--- config.mk ---
export PLATFORM = sky130hd
export DESIGN_NAME = stream_find_and_replace_flat
export DESIGN_NICKNAME = d
export VERILOG_FILES = /design/src/hw/rtl/sfr_pkg.sv /design/src/hw/rtl/sfr_if.sv /design/src/hw/rtl/stream_find_and_replace.sv /design/src/hw/rtl/sfr_queue.sv /design/src/hw/rtl/sfr_front.sv /design/src/hw/rtl/sfr_back.sv /design/src/flat_wrapper.sv
export VERILOG_INCLUDE_DIRS = /design/src /design/src/hw/rtl
export SDC_FILE = /design/constraint.sdc
export NUM_CORES = 1
export LEC_CHECK = 0
export BUFFER_PORTS_ARGS = -buffer_cell sky130_fd_sc_hd__buf_2
export CAP_MARGIN = 10
export CORE_MARGIN = 4
export CORE_UTILIZATION = 40
export DETAILED_ROUTE_END_ITERATION = 6
export GPL_TIMING_DRIVEN = 0
export PLACE_DENSITY = 0.64
export SLEW_MARGIN = 0
export SYNTH_ARGS = -nofsm -noshare
export SYNTH_HDL_FRONTEND = slang
export SYNTH_SLANG_ARGS = --single-unit
--- constraint.sdc ---
create_clock -name clk -period 28.9 [get_ports clk]
set_input_delay 2.89 -clock clk [delete_from_list [all_inputs] [get_ports clk]]
set_output_delay 2.89 -clock clk [all_outputs]
set_load 0.1 [all_outputs]
--- src/hw/rtl/stream_find_and_replace_defines.svh ---
// ----------------------------------------------------------------------------
// Stream find-and-replace assertion macros
// Concurrent checks clocked on clk and disabled while rst is high.
// ----------------------------------------------------------------------------
`ifndef STREAM_FIND_AND_REPLACE_DEFINES_SVH
`define STREAM_FIND_AND_REPLACE_DEFINES_SVH

`ifndef NO_ASSERTIONS
// property that must hold at every edge outside reset
`define SFR_ASSERT(label, prop, msg) \
  label: assert property (@(posedge clk) disable iff (rst) prop) else $error(msg);
// condition now implies expression at the next edge
`define SFR_ASSERT_NEXT(label, cond, expr, msg) \
  label: assert property (@(posedge clk) disable iff (rst) (cond) |=> (expr)) else $error(msg);
`else
`define SFR_ASSERT(label, prop, msg)
`define SFR_ASSERT_NEXT(label, cond, expr, msg)
`endif

`endif

--- src/hw/rtl/sfr_pkg.sv ---
// ----------------------------------------------------------------------------
// sfr_pkg
// Shared constants and register codes of the stream find-and-replace block.
// ----------------------------------------------------------------------------
`default_nettype none

package sfr_pkg;

  // default capacities
  localparam int MAX_PATTERN_DEF     = 8;
  localparam int MAX_REPLACEMENT_DEF = 8;

  // job queue between front and back (power of two)
  localparam int QUEUE_DEPTH = 2;

  // configuration port
  localparam int CFG_IDX_W  = 2;
  localparam int CFG_DATA_W = 64;
  localparam int LEN_W      = 4;

  typedef enum logic [CFG_IDX_W-1:0] {
    REG_PATTERN_BYTES      = 2'd0,
    REG_PATTERN_LENGTH     = 2'd1,
    REG_REPLACEMENT_BYTES  = 2'd2,
    REG_REPLACEMENT_LENGTH = 2'd3
  } cfg_reg_t;

endpackage

`default_nettype wire

--- src/hw/rtl/sfr_if.sv ---
// ----------------------------------------------------------------------------
// sfr_if
// Valid/ready channels of the stream find-and-replace block: input bytes,
// result bytes and configuration writes.
// ----------------------------------------------------------------------------
`default_nettype none

// input byte stream
interface sfr_in_if;
  logic       valid;
  logic       ready;
  logic [7:0] data_byte;
  logic       byte_present;
  logic       string_end;

  modport source (output valid, data_byte, byte_present, string_end, input ready);
  modport sink   (input valid, data_byte, byte_present, string_end, output ready);
endinterface

// result byte stream
interface sfr_out_if;
  logic       valid;
  logic       ready;
  logic [7:0] out_byte;
  logic       out_present;
  logic       out_string_end;
  logic       run_last;

  modport source (output valid, out_byte, out_present, out_string_end, run_last,
                  input ready);
  modport sink   (input valid, out_byte, out_present, out_string_end, run_last,
                  output ready);
endinterface

// register write channel
interface sfr_cfg_if import sfr_pkg::*; ();
  logic                  valid;
  logic                  ready;
  logic [CFG_IDX_W-1:0]  index;
  logic [CFG_DATA_W-1:0] data;

  modport source (output valid, index, data, input ready);
  modport sink   (input valid, index, data, output ready);
endinterface

`default_nettype wire

--- src/hw/rtl/stream_find_and_replace.sv ---
// ----------------------------------------------------------------------------
// stream_find_and_replace
// Byte-stream find-and-replace with a registered result stream.
// ----------------------------------------------------------------------------
// Takes one input request per cycle as long as each request makes at most one
// result byte and the result side keeps up; requests that only fill the match
// window make no result and never slow the input. A request that makes k
// results (a replacement burst or an end of string flush, k up to the larger
// of MAX_PATTERN and MAX_REPLACEMENT) holds the output while the back end
// plays out one byte per cycle as the result side takes them. The burst job
// stays at the head of the two-entry job queue until its last byte goes out,
// so the front can take one more result-making request behind it; ready then
// drops until that last byte moves into the output stage. A result passes
// through the job queue and the registered output stage before it is
// presented. Register writes are taken every cycle; a write of pattern_length
// drops the bytes held in the window.
// ----------------------------------------------------------------------------
`default_nettype none

module stream_find_and_replace import sfr_pkg::*; #(
  parameter int MAX_PATTERN     = MAX_PATTERN_DEF,
  parameter int MAX_REPLACEMENT = MAX_REPLACEMENT_DEF
) (
  input  logic       clk,
  input  logic       rst,
  sfr_in_if.sink     in_stream,
  sfr_out_if.source  out_stream,
  sfr_cfg_if.sink    cfg
);

  localparam int JOB_MAX = (MAX_PATTERN > MAX_REPLACEMENT) ? MAX_PATTERN : MAX_REPLACEMENT;
  localparam int CNT_W   = $clog2(JOB_MAX + 1);
  localparam int JOB_W   = JOB_MAX * 8 + CNT_W + 2;

  logic             push;
  logic [JOB_W-1:0] job_data;
  logic             queue_full;
  logic             pop;
  logic             head_valid;
  logic [JOB_W-1:0] head_data;

  // window, matching and job build
  sfr_front #(
    .MAX_PATTERN     (MAX_PATTERN),
    .MAX_REPLACEMENT (MAX_REPLACEMENT)
  ) u_front (
    .clk        (clk),
    .rst        (rst),
    .in_stream  (in_stream),
    .cfg        (cfg),
    .push       (push),
    .job_data   (job_data),
    .queue_full (queue_full)
  );

  // job queue
  sfr_queue #(
    .WIDTH (JOB_W),
    .DEPTH (QUEUE_DEPTH)
  ) u_queue (
    .clk    (clk),
    .rst    (rst),
    .push   (push),
    .wdata  (job_data),
    .full   (queue_full),
    .pop    (pop),
    .rvalid (head_valid),
    .rdata  (head_data)
  );

  // result serializer
  sfr_back #(
    .MAX_PATTERN     (MAX_PATTERN),
    .MAX_REPLACEMENT (MAX_REPLACEMENT)
  ) u_back (
    .clk        (clk),
    .rst        (rst),
    .head_valid (head_valid),
    .head_data  (head_data),
    .pop        (pop),
    .out_stream (out_stream)
  );

endmodule

`default_nettype wire

--- src/hw/rtl/sfr_queue.sv ---
// ----------------------------------------------------------------------------
// sfr_queue
// Short register FIFO of emit jobs between the front and the back.
// ----------------------------------------------------------------------------
`default_nettype none

module sfr_queue import sfr_pkg::*; #(
  parameter  int WIDTH = 8,
  parameter  int DEPTH = QUEUE_DEPTH,
  localparam int PTR_W = (DEPTH > 1) ? $clog2(DEPTH) : 1,
  localparam int CNT_W = $clog2(DEPTH + 1)
) (
  input  logic             clk,
  input  logic             rst,
  input  logic             push,
  input  logic [WIDTH-1:0] wdata,
  output logic             full,
  input  logic             pop,
  output logic             rvalid,
  output logic [WIDTH-1:0] rdata
);

  logic [DEPTH-1:0][WIDTH-1:0] slots;
  logic [PTR_W-1:0]            wptr;
  logic [PTR_W-1:0]            rptr;
  logic [CNT_W-1:0]            used;

  assign full   = (used == CNT_W'(DEPTH));
  assign rvalid = (used != '0);
  assign rdata  = slots[rptr];

  // pointers and occupancy
  always_ff @(posedge clk) begin
    if (rst) begin
      wptr <= '0;
      rptr <= '0;
      used <= '0;
    end else begin
      if (push) begin
        wptr <= (wptr == PTR_W'(DEPTH - 1)) ? '0 : wptr + PTR_W'(1);
      end
      if (pop) begin
        rptr <= (rptr == PTR_W'(DEPTH - 1)) ? '0 : rptr + PTR_W'(1);
      end
      if (push && !pop) begin
        used <= used + CNT_W'(1);
      end else if (pop && !push) begin
        used <= used - CNT_W'(1);
      end
    end
  end

  // job storage
  always_ff @(posedge clk) begin
    if (push) begin
      slots[wptr] <= wdata;
    end
  end

endmodule

`default_nettype wire

--- src/hw/rtl/sfr_front.sv ---
// ----------------------------------------------------------------------------
// sfr_front
// Accepts input bytes and register writes, keeps the match window and turns
// each request that makes results or ends a string into one emit job: a byte list, its length and end mark.
// ----------------------------------------------------------------------------
`default_nettype none
`include "stream_find_and_replace_defines.svh"

module sfr_front import sfr_pkg::*; #(
  parameter  int MAX_PATTERN     = MAX_PATTERN_DEF,
  parameter  int MAX_REPLACEMENT = MAX_REPLACEMENT_DEF,
  localparam int JOB_MAX = (MAX_PATTERN > MAX_REPLACEMENT) ? MAX_PATTERN : MAX_REPLACEMENT,
  localparam int CNT_W   = $clog2(JOB_MAX + 1),
  localparam int JOB_W   = JOB_MAX * 8 + CNT_W + 2
) (
  input  logic             clk,
  input  logic             rst,
  sfr_in_if.sink           in_stream,
  sfr_cfg_if.sink          cfg,
  output logic             push,
  output logic [JOB_W-1:0] job_data,
  input  logic             queue_full
);

  localparam int FILL_W = $clog2(MAX_PATTERN + 1);

  typedef struct packed {
    logic [JOB_MAX-1:0][7:0] bytes;
    logic [CNT_W-1:0]        count;
    logic                    present;
    logic                    str_end;
  } job_t;

  // configuration registers
  logic [CFG_DATA_W-1:0] pattern_bytes;
  logic [LEN_W-1:0]      pattern_length;
  logic [CFG_DATA_W-1:0] replacement_bytes;
  logic [LEN_W-1:0]      replacement_length;

  // match window
  logic [MAX_PATTERN-1:0][7:0] window;
  logic [FILL_W-1:0]           fill;

  logic [MAX_PATTERN-1:0][7:0] win_new;
  logic [MAX_PATTERN-1:0][7:0] window_next;
  logic [FILL_W-1:0]           fill_next;
  logic [FILL_W-1:0]           plen;
  logic [CNT_W-1:0]            rlen;
  logic [FILL_W-1:0]           fill_base;
  logic [FILL_W-1:0]           n_win;
  logic                        match;
  logic                        use_repl;
  logic [CNT_W-1:0]            count;
  logic [JOB_MAX-1:0][7:0]     bytes_win;
  logic [JOB_MAX-1:0][7:0]     bytes_rep;
  logic                        take;
  job_t                        job;

  assign cfg.ready       = 1'b1;
  assign in_stream.ready = !queue_full;
  assign take            = in_stream.valid && in_stream.ready;

  // saturated lengths
  always_comb begin
    plen = (pattern_length > LEN_W'(MAX_PATTERN)) ? FILL_W'(MAX_PATTERN)
                                                  : FILL_W'(pattern_length);
    rlen = (replacement_length > LEN_W'(MAX_REPLACEMENT)) ? CNT_W'(MAX_REPLACEMENT)
                                                          : CNT_W'(replacement_length);
  end

  // window with the new byte placed, and the full-window compare
  always_comb begin
    fill_base = (fill >= plen) ? '0 : fill;
    n_win     = in_stream.byte_present ? fill_base + FILL_W'(1) : fill_base;
    for (int i = 0; i < MAX_PATTERN; i++) begin
      win_new[i] = (in_stream.byte_present && fill_base == FILL_W'(i))
                   ? in_stream.data_byte : window[i];
    end
    match = 1'b1;
    for (int i = 0; i < MAX_PATTERN; i++) begin
      if (FILL_W'(i) < plen && win_new[i] != pattern_bytes[8*i +: 8]) begin
        match = 1'b0;
      end
    end
  end

  // candidate byte lists
  always_comb begin
    bytes_win = '0;
    bytes_rep = '0;
    for (int i = 0; i < MAX_PATTERN; i++) begin
      bytes_win[i] = win_new[i];
    end
    for (int i = 0; i < MAX_REPLACEMENT; i++) begin
      bytes_rep[i] = replacement_bytes[8*i +: 8];
    end
  end

  // classify the request
  always_comb begin
    use_repl    = 1'b0;
    count       = '0;
    fill_next   = n_win;
    window_next = win_new;
    if (in_stream.byte_present && plen == '0) begin
      // pass through
      count     = CNT_W'(1);
      fill_next = '0;
    end else if (in_stream.byte_present && n_win == plen) begin
      if (match) begin
        use_repl  = 1'b1;
        count     = rlen;
        fill_next = '0;
      end else if (in_stream.string_end) begin
        // oldest byte and the rest of the window go out together
        count     = CNT_W'(plen);
        fill_next = '0;
      end else begin
        count = CNT_W'(1);
        for (int i = 0; i < MAX_PATTERN - 1; i++) begin
          window_next[i] = win_new[i + 1];
        end
        fill_next = plen - FILL_W'(1);
      end
    end else if (in_stream.string_end) begin
      count     = CNT_W'(n_win);
      fill_next = '0;
    end

    // job record; an end with nothing to emit becomes a bare end mark
    job.str_end = in_stream.string_end;
    if (count == '0) begin
      job.bytes   = '0;
      job.count   = CNT_W'(1);
      job.present = 1'b0;
    end else begin
      job.bytes   = use_repl ? bytes_rep : bytes_win;
      job.count   = count;
      job.present = 1'b1;
    end
  end

  assign push     = take && (count != '0 || in_stream.string_end);
  assign job_data = job;

  // configuration and window fill
  always_ff @(posedge clk) begin
    if (rst) begin
      pattern_bytes      <= '0;
      pattern_length     <= '0;
      replacement_bytes  <= '0;
      replacement_length <= '0;
      fill               <= '0;
    end else begin
      // a pattern_length write empties the window
      if (cfg.valid && cfg.ready && cfg.index == REG_PATTERN_LENGTH) begin
        fill <= '0;
      end else if (take) begin
        fill <= fill_next;
      end
      if (cfg.valid && cfg.ready) begin
        case (cfg.index)
          REG_PATTERN_BYTES: begin
            pattern_bytes <= cfg.data;
          end
          REG_PATTERN_LENGTH: begin
            pattern_length <= cfg.data[LEN_W-1:0];
          end
          REG_REPLACEMENT_BYTES: begin
            replacement_bytes <= cfg.data;
          end
          REG_REPLACEMENT_LENGTH: begin
            replacement_length <= cfg.data[LEN_W-1:0];
          end
          default: begin
          end
        endcase
      end
    end
  end

  // window bytes
  always_ff @(posedge clk) begin
    if (take) begin
      window <= window_next;
    end
  end

  `SFR_ASSERT(a_fill_below_len, fill == '0 || fill < plen,
              "window fill reached pattern length")
  `SFR_ASSERT(a_push_has_bytes, push |-> job.count != '0, "emit job with no result")
  `SFR_ASSERT_NEXT(a_len_clears_fill,
                   cfg.valid && cfg.ready && cfg.index == REG_PATTERN_LENGTH,
                   fill == '0, "pattern length write kept window bytes")

endmodule

`default_nettype wire

--- src/hw/rtl/sfr_back.sv ---
// ----------------------------------------------------------------------------
// sfr_back
// Plays emit jobs out one byte per cycle, as the result side takes them, into a registered output stage.
// ----------------------------------------------------------------------------
`default_nettype none
`include "stream_find_and_replace_defines.svh"

module sfr_back import sfr_pkg::*; #(
  parameter  int MAX_PATTERN     = MAX_PATTERN_DEF,
  parameter  int MAX_REPLACEMENT = MAX_REPLACEMENT_DEF,
  localparam int JOB_MAX = (MAX_PATTERN > MAX_REPLACEMENT) ? MAX_PATTERN : MAX_REPLACEMENT,
  localparam int CNT_W   = $clog2(JOB_MAX + 1),
  localparam int JOB_W   = JOB_MAX * 8 + CNT_W + 2
) (
  input  logic             clk,
  input  logic             rst,
  input  logic             head_valid,
  input  logic [JOB_W-1:0] head_data,
  output logic             pop,
  sfr_out_if.source        out_stream
);

  typedef struct packed {
    logic [JOB_MAX-1:0][7:0] bytes;
    logic [CNT_W-1:0]        count;
    logic                    present;
    logic                    str_end;
  } job_t;

  job_t             head;
  logic [CNT_W-1:0] pos;
  logic             last;
  logic             adv;
  logic             load;
  logic [7:0]       sel_byte;

  assign head = head_data;
  assign last = (pos == head.count - CNT_W'(1));
  assign adv  = !out_stream.valid || out_stream.ready;
  assign load = head_valid && adv;
  assign pop  = load && last;

  // byte at the current position of the job
  always_comb begin
    sel_byte = '0;
    for (int i = 0; i < JOB_MAX; i++) begin
      if (pos == CNT_W'(i)) begin
        sel_byte = head.bytes[i];
      end
    end
  end

  // position within the job and output stage
  always_ff @(posedge clk) begin
    if (rst) begin
      pos              <= '0;
      out_stream.valid <= 1'b0;
    end else begin
      if (adv) begin
        out_stream.valid <= head_valid;
      end
      if (load) begin
        pos <= last ? '0 : pos + CNT_W'(1);
      end
    end
  end

  always_ff @(posedge clk) begin
    if (load) begin
      out_stream.out_byte       <= sel_byte;
      out_stream.out_present    <= head.present;
      out_stream.out_string_end <= head.str_end && last;
      out_stream.run_last       <= last;
    end
  end

  `SFR_ASSERT(a_pos_in_job, head_valid |-> pos < head.count, "position past end of job")
  `SFR_ASSERT(a_end_is_last, out_stream.valid && out_stream.out_string_end |-> out_stream.run_last, "string end not on last result")
  `SFR_ASSERT_NEXT(a_pop_restarts, pop, pos == '0, "position not reset after job")

endmodule

`default_nettype wire

--- src/flat_wrapper.sv ---
// flat-port wrapper written by rule: the top's interface ports become plain ports
module stream_find_and_replace_flat import sfr_pkg::*;
#(
  parameter int MAX_PATTERN     = MAX_PATTERN_DEF,
  parameter int MAX_REPLACEMENT = MAX_REPLACEMENT_DEF
)
  (clk, rst, in_stream_valid, in_stream_data_byte, in_stream_byte_present, in_stream_string_end, in_stream_ready, out_stream_valid, out_stream_out_byte, out_stream_out_present, out_stream_out_string_end, out_stream_run_last, out_stream_ready, cfg_valid, cfg_index, cfg_data, cfg_ready);
  sfr_in_if in_stream_i ();
  sfr_out_if out_stream_i ();
  sfr_cfg_if cfg_i ();
  input  logic clk;
  input  logic rst;
  input wire logic [$bits(in_stream_i.valid)-1:0] in_stream_valid;
  input wire logic [$bits(in_stream_i.data_byte)-1:0] in_stream_data_byte;
  input wire logic [$bits(in_stream_i.byte_present)-1:0] in_stream_byte_present;
  input wire logic [$bits(in_stream_i.string_end)-1:0] in_stream_string_end;
  output wire logic [$bits(in_stream_i.ready)-1:0] in_stream_ready;
  output wire logic [$bits(out_stream_i.valid)-1:0] out_stream_valid;
  output wire logic [$bits(out_stream_i.out_byte)-1:0] out_stream_out_byte;
  output wire logic [$bits(out_stream_i.out_present)-1:0] out_stream_out_present;
  output wire logic [$bits(out_stream_i.out_string_end)-1:0] out_stream_out_string_end;
  output wire logic [$bits(out_stream_i.run_last)-1:0] out_stream_run_last;
  input wire logic [$bits(out_stream_i.ready)-1:0] out_stream_ready;
  input wire logic [$bits(cfg_i.valid)-1:0] cfg_valid;
  input wire logic [$bits(cfg_i.index)-1:0] cfg_index;
  input wire logic [$bits(cfg_i.data)-1:0] cfg_data;
  output wire logic [$bits(cfg_i.ready)-1:0] cfg_ready;
  assign in_stream_i.valid = in_stream_valid;
  assign in_stream_i.data_byte = in_stream_data_byte;
  assign in_stream_i.byte_present = in_stream_byte_present;
  assign in_stream_i.string_end = in_stream_string_end;
  assign in_stream_ready = in_stream_i.ready;
  assign out_stream_valid = out_stream_i.valid;
  assign out_stream_out_byte = out_stream_i.out_byte;
  assign out_stream_out_present = out_stream_i.out_present;
  assign out_stream_out_string_end = out_stream_i.out_string_end;
  assign out_stream_run_last = out_stream_i.run_last;
  assign out_stream_i.ready = out_stream_ready;
  assign cfg_i.valid = cfg_valid;
  assign cfg_i.index = cfg_index;
  assign cfg_i.data = cfg_data;
  assign cfg_ready = cfg_i.ready;
  stream_find_and_replace #(.MAX_PATTERN(MAX_PATTERN), .MAX_REPLACEMENT(MAX_REPLACEMENT)) u_core (.clk(clk), .rst(rst), .in_stream(in_stream_i), .out_stream(out_stream_i), .cfg(cfg_i));
endmodule
==> results.ini <==
[timing]
maxSlewViolCount = 0
slew_headroom_pct = 22.34
whs_ns = 0.4605
tightest_slew_ns = 1.136
setup-violations-final = 0
hold_viol = 0
clock.fmax_mhz = 107.4
rsz0062_at_grt = no
period_needed_ns = 9.314
clock_skew_ns = 0.01978
setup_tns_ns = 0
timing.final.crit_share_pct = 32.23

[synth]
synth.area.top_cells = edfxtp_1, dfxtp_1, nand2_1
syn_area_mm2 = 0.01790
synthArstFlopShare_pct = 0
yosys_most_used_dff = edfxtp_1
synth.avg_cell_area_um2 = 9.877
ys.warnings.count = 0
synth_edf_count = 215
ys_types = 71
ys_seq_area_share_pct = 52.74
ys_seq_elements = 364
synthCells = 1812
synth_fp_nets = 1911
synth_top_area_share_pct = 36.07
yosys.area.top_type = edfxtp_1

[global_routing]
global_route.usage.met3_pct = 3.654
grt_pass1_vias = 14070
overflow = 0
grt_use_met2_pct = 37.22
grt_pass1_wl_mm = 84.79
antenna_found_initial = 0
busiest_layer = met2
use_met1_pct = 31.12
grt_use_total_pct = 22.84
grt_max_degree = 41

[cts]
insertion_delay_ns = 0.55
cts-root-buf = clkbuf_16
ctsHoldBuffers = 0
cts_tree = built
cts_made_buffers = 38
cts_sinks = 364
clk_path_buf_depth = 3
ctsResizeCount = 0
clk_pin_slew_ns = 0.06
cts_setup_buffers = 0
cts.htree.levels = 2

[finish]
drive_gt1_share_pct = 9.808
nFillCells = 4173
finish.utilization_pct = 46.47
final_common_cell = nand2_1
final_cell_mix = nand2_1, edfxtp_1, a21oi_1, dfxtp_1, nor2_1
n_antenna_cell = 0
seqCellArea_mm2 = 0.009439
syn2layout_area_growth_pct = 14.81
nNetsFinal = 2047
final_cells = 2570
multiInputGateArea_mm2 = 0.007850

[placement]
placed_cells = 2500
port_buffers = 87
post-dp-hpwl_mm = 42.03
place_congestion = 0.9526

[routing]
drc = 5
finalWirelength_mm = 56.10
drtAntennaViolNets = 0
drt-initial-drc-count = 1561
post_drt_wl_per_cell_um = 21.83
drtPass1Iterations = 7
num_vias = 14610
viasPerCell = 5.685

[setup_path]
critPathRequiredTime_ns = 29.37
crit_arrival_ns = 9.79
criticalPathCategory = flop to flop
endpoint_kind = flop
path_max_fanout = 10
critPathLaunchType = flop

[outcome]
violations = design-rule violations
status = finished, violations left

[pwr]
leakagePower_uw = 0.007299
power.density_mw_per_mm2 = 73.47
p_total_uw = 1510
ir_drop_v = 0.00004903

[min_path]
holdCritPathClass = flop to flop

[die]
dieArea_mm2 = 0.04819
core-area_mm2 = 0.04422
rows = 77
die_w_um = 219.5
io_pins = 95
initial_core_util_pct = 40.47
die_h_um = 219.5

[flow_run]
drv_cap = 0

-- final timing paths --
kind / from / endpoint / slack [ns] / cells after the start
setup / recovery: u_core.u_front.pattern_length[3]$_SDFFE_PP0P_ / u_core.u_queue.used[1]$_SDFFE_PP0P_ / 19.59 / 26
hold / removal: u_core.u_front.bytes_rep[3]$_SDFFE_PP0P_ / u_core.u_front.bytes_rep[3]$_SDFFE_PP0P_ / 0.46 / 2
setup reg to reg: u_core.u_front.pattern_length[3]$_SDFFE_PP0P_ / u_core.u_queue.used[1]$_SDFFE_PP0P_ / 19.59 / 26
hold reg to reg: u_core.u_front.bytes_rep[3]$_SDFFE_PP0P_ / u_core.u_front.bytes_rep[3]$_SDFFE_PP0P_ / 0.46 / 2
-- metrics by stage --
stage | instance area, um^2 | worst slack, ns
2_1_floorplan | 17900 | 17.18
3_3_place_gp | 19070 | 12.69
3_5_place_dp | 19290 | 19.59
4_1_cts | 20550 | 19.73
5_1_grt | 20550 | 19.10
6_report | 20550 | 19.59
-- worst max-delay path, cell delays in order, from the launching register on --
cell and delay [ns]:
dfxtp_1 0.30, clkbuf_1 0.31, inv_1 0.21, nand2_1 0.17
inv_1 0.13, ha_1 0.35, nor3b_4 0.50, clkbuf_1 0.42
o211ai_1 0.36, ha_1 0.34, nand2_1 0.26, clkbuf_1 0.43
or3_1 0.17, clkbuf_1 0.63, mux2i_1 0.41, xor2_1 0.45
a31oi_1 0.15, nor4_1 0.38, nand3_1 0.22, o41a_1 0.49
and2_1 0.23, nor4_4 0.78, buf_2 0.48, a21oi_1 0.18
ha_1 0.37, or3_1 0.36, a21oi_1 0.13
-- kinds of logic after synthesis --
| logic type | synth area share (%) |
|---|---|
| mux | 6.586 |
| fa+ha+maj | 1.258 |
| simple gates | 14.23 |
| compound gates | 17.45 |
| other cells | 0.02095 |
| buf+inv | 3.551 |
| flops | 52.74 |
| xor+xnor | 4.160 |
-- power by group --
| part | internal, uW | switching, uW | leakage [uW] |
|---|---|---|---|
| registers | 631 | 32.0 | 0.00320 |
| logic | 103 | 246 | 0.00348 |
| clock network | 294 | 204 | 0.000613 |
-- synth_stat cells, types with 37 or more instances --
cell / n
nand2_1: 319
xnor2_1: 55
a21oi_1: 182
edfxtp_1: 215
and2_1: 47
inv_1: 37
nor2_1: 145
a211oi_1: 86
dfxtp_1: 149
mux2i_1: 111
clkbuf_1: 101
o21ai_0: 62
-- final cells by class --
class / count / share of cell area [%]
multi-input combinational: 1286 / 38.20
tap: 592 / 3.605
sequential: 364 / 45.94
clock inverter: 14 / 0.9194
buffer: 124 / 2.399
clock buffer: 56 / 5.200
inverter: 38 / 0.6941
timing repair buffer: 96 / 3.045
-- sequential cells by signal, summed over array words and instances, names as in the netlist --
name and cells:
u_core.u_queue.rptr 1, u_core.u_queue.slots 140, u_core.u_back.pos 4, u_core.u_front.replacement_length 4, u_core.u_front.bytes_rep 64, u_core.u_front.fill 4
u_core.u_back.out_stream.run_last 1, u_core.u_queue.used 2, u_core.u_queue.wptr 1, u_core.u_front.pattern_length 4, u_core.u_back.out_stream.out_present 1, u_core.u_front.pattern_bytes 64
u_core.u_front.window 64, u_core.u_back.out_stream.out_byte 8, u_core.u_back.out_stream.out_string_end 1, u_core.u_back.out_stream.valid 1
-- routing by layer --
layer / share of wire [%] / up-vias
met4: 3.4 / 0
met5: 0 / -
li1: - / 6820
met2: 46 / 633
met3: 7.9 / 125
met1: 42 / 7032
Note: power is estimated with default switching activity, not from simulation.
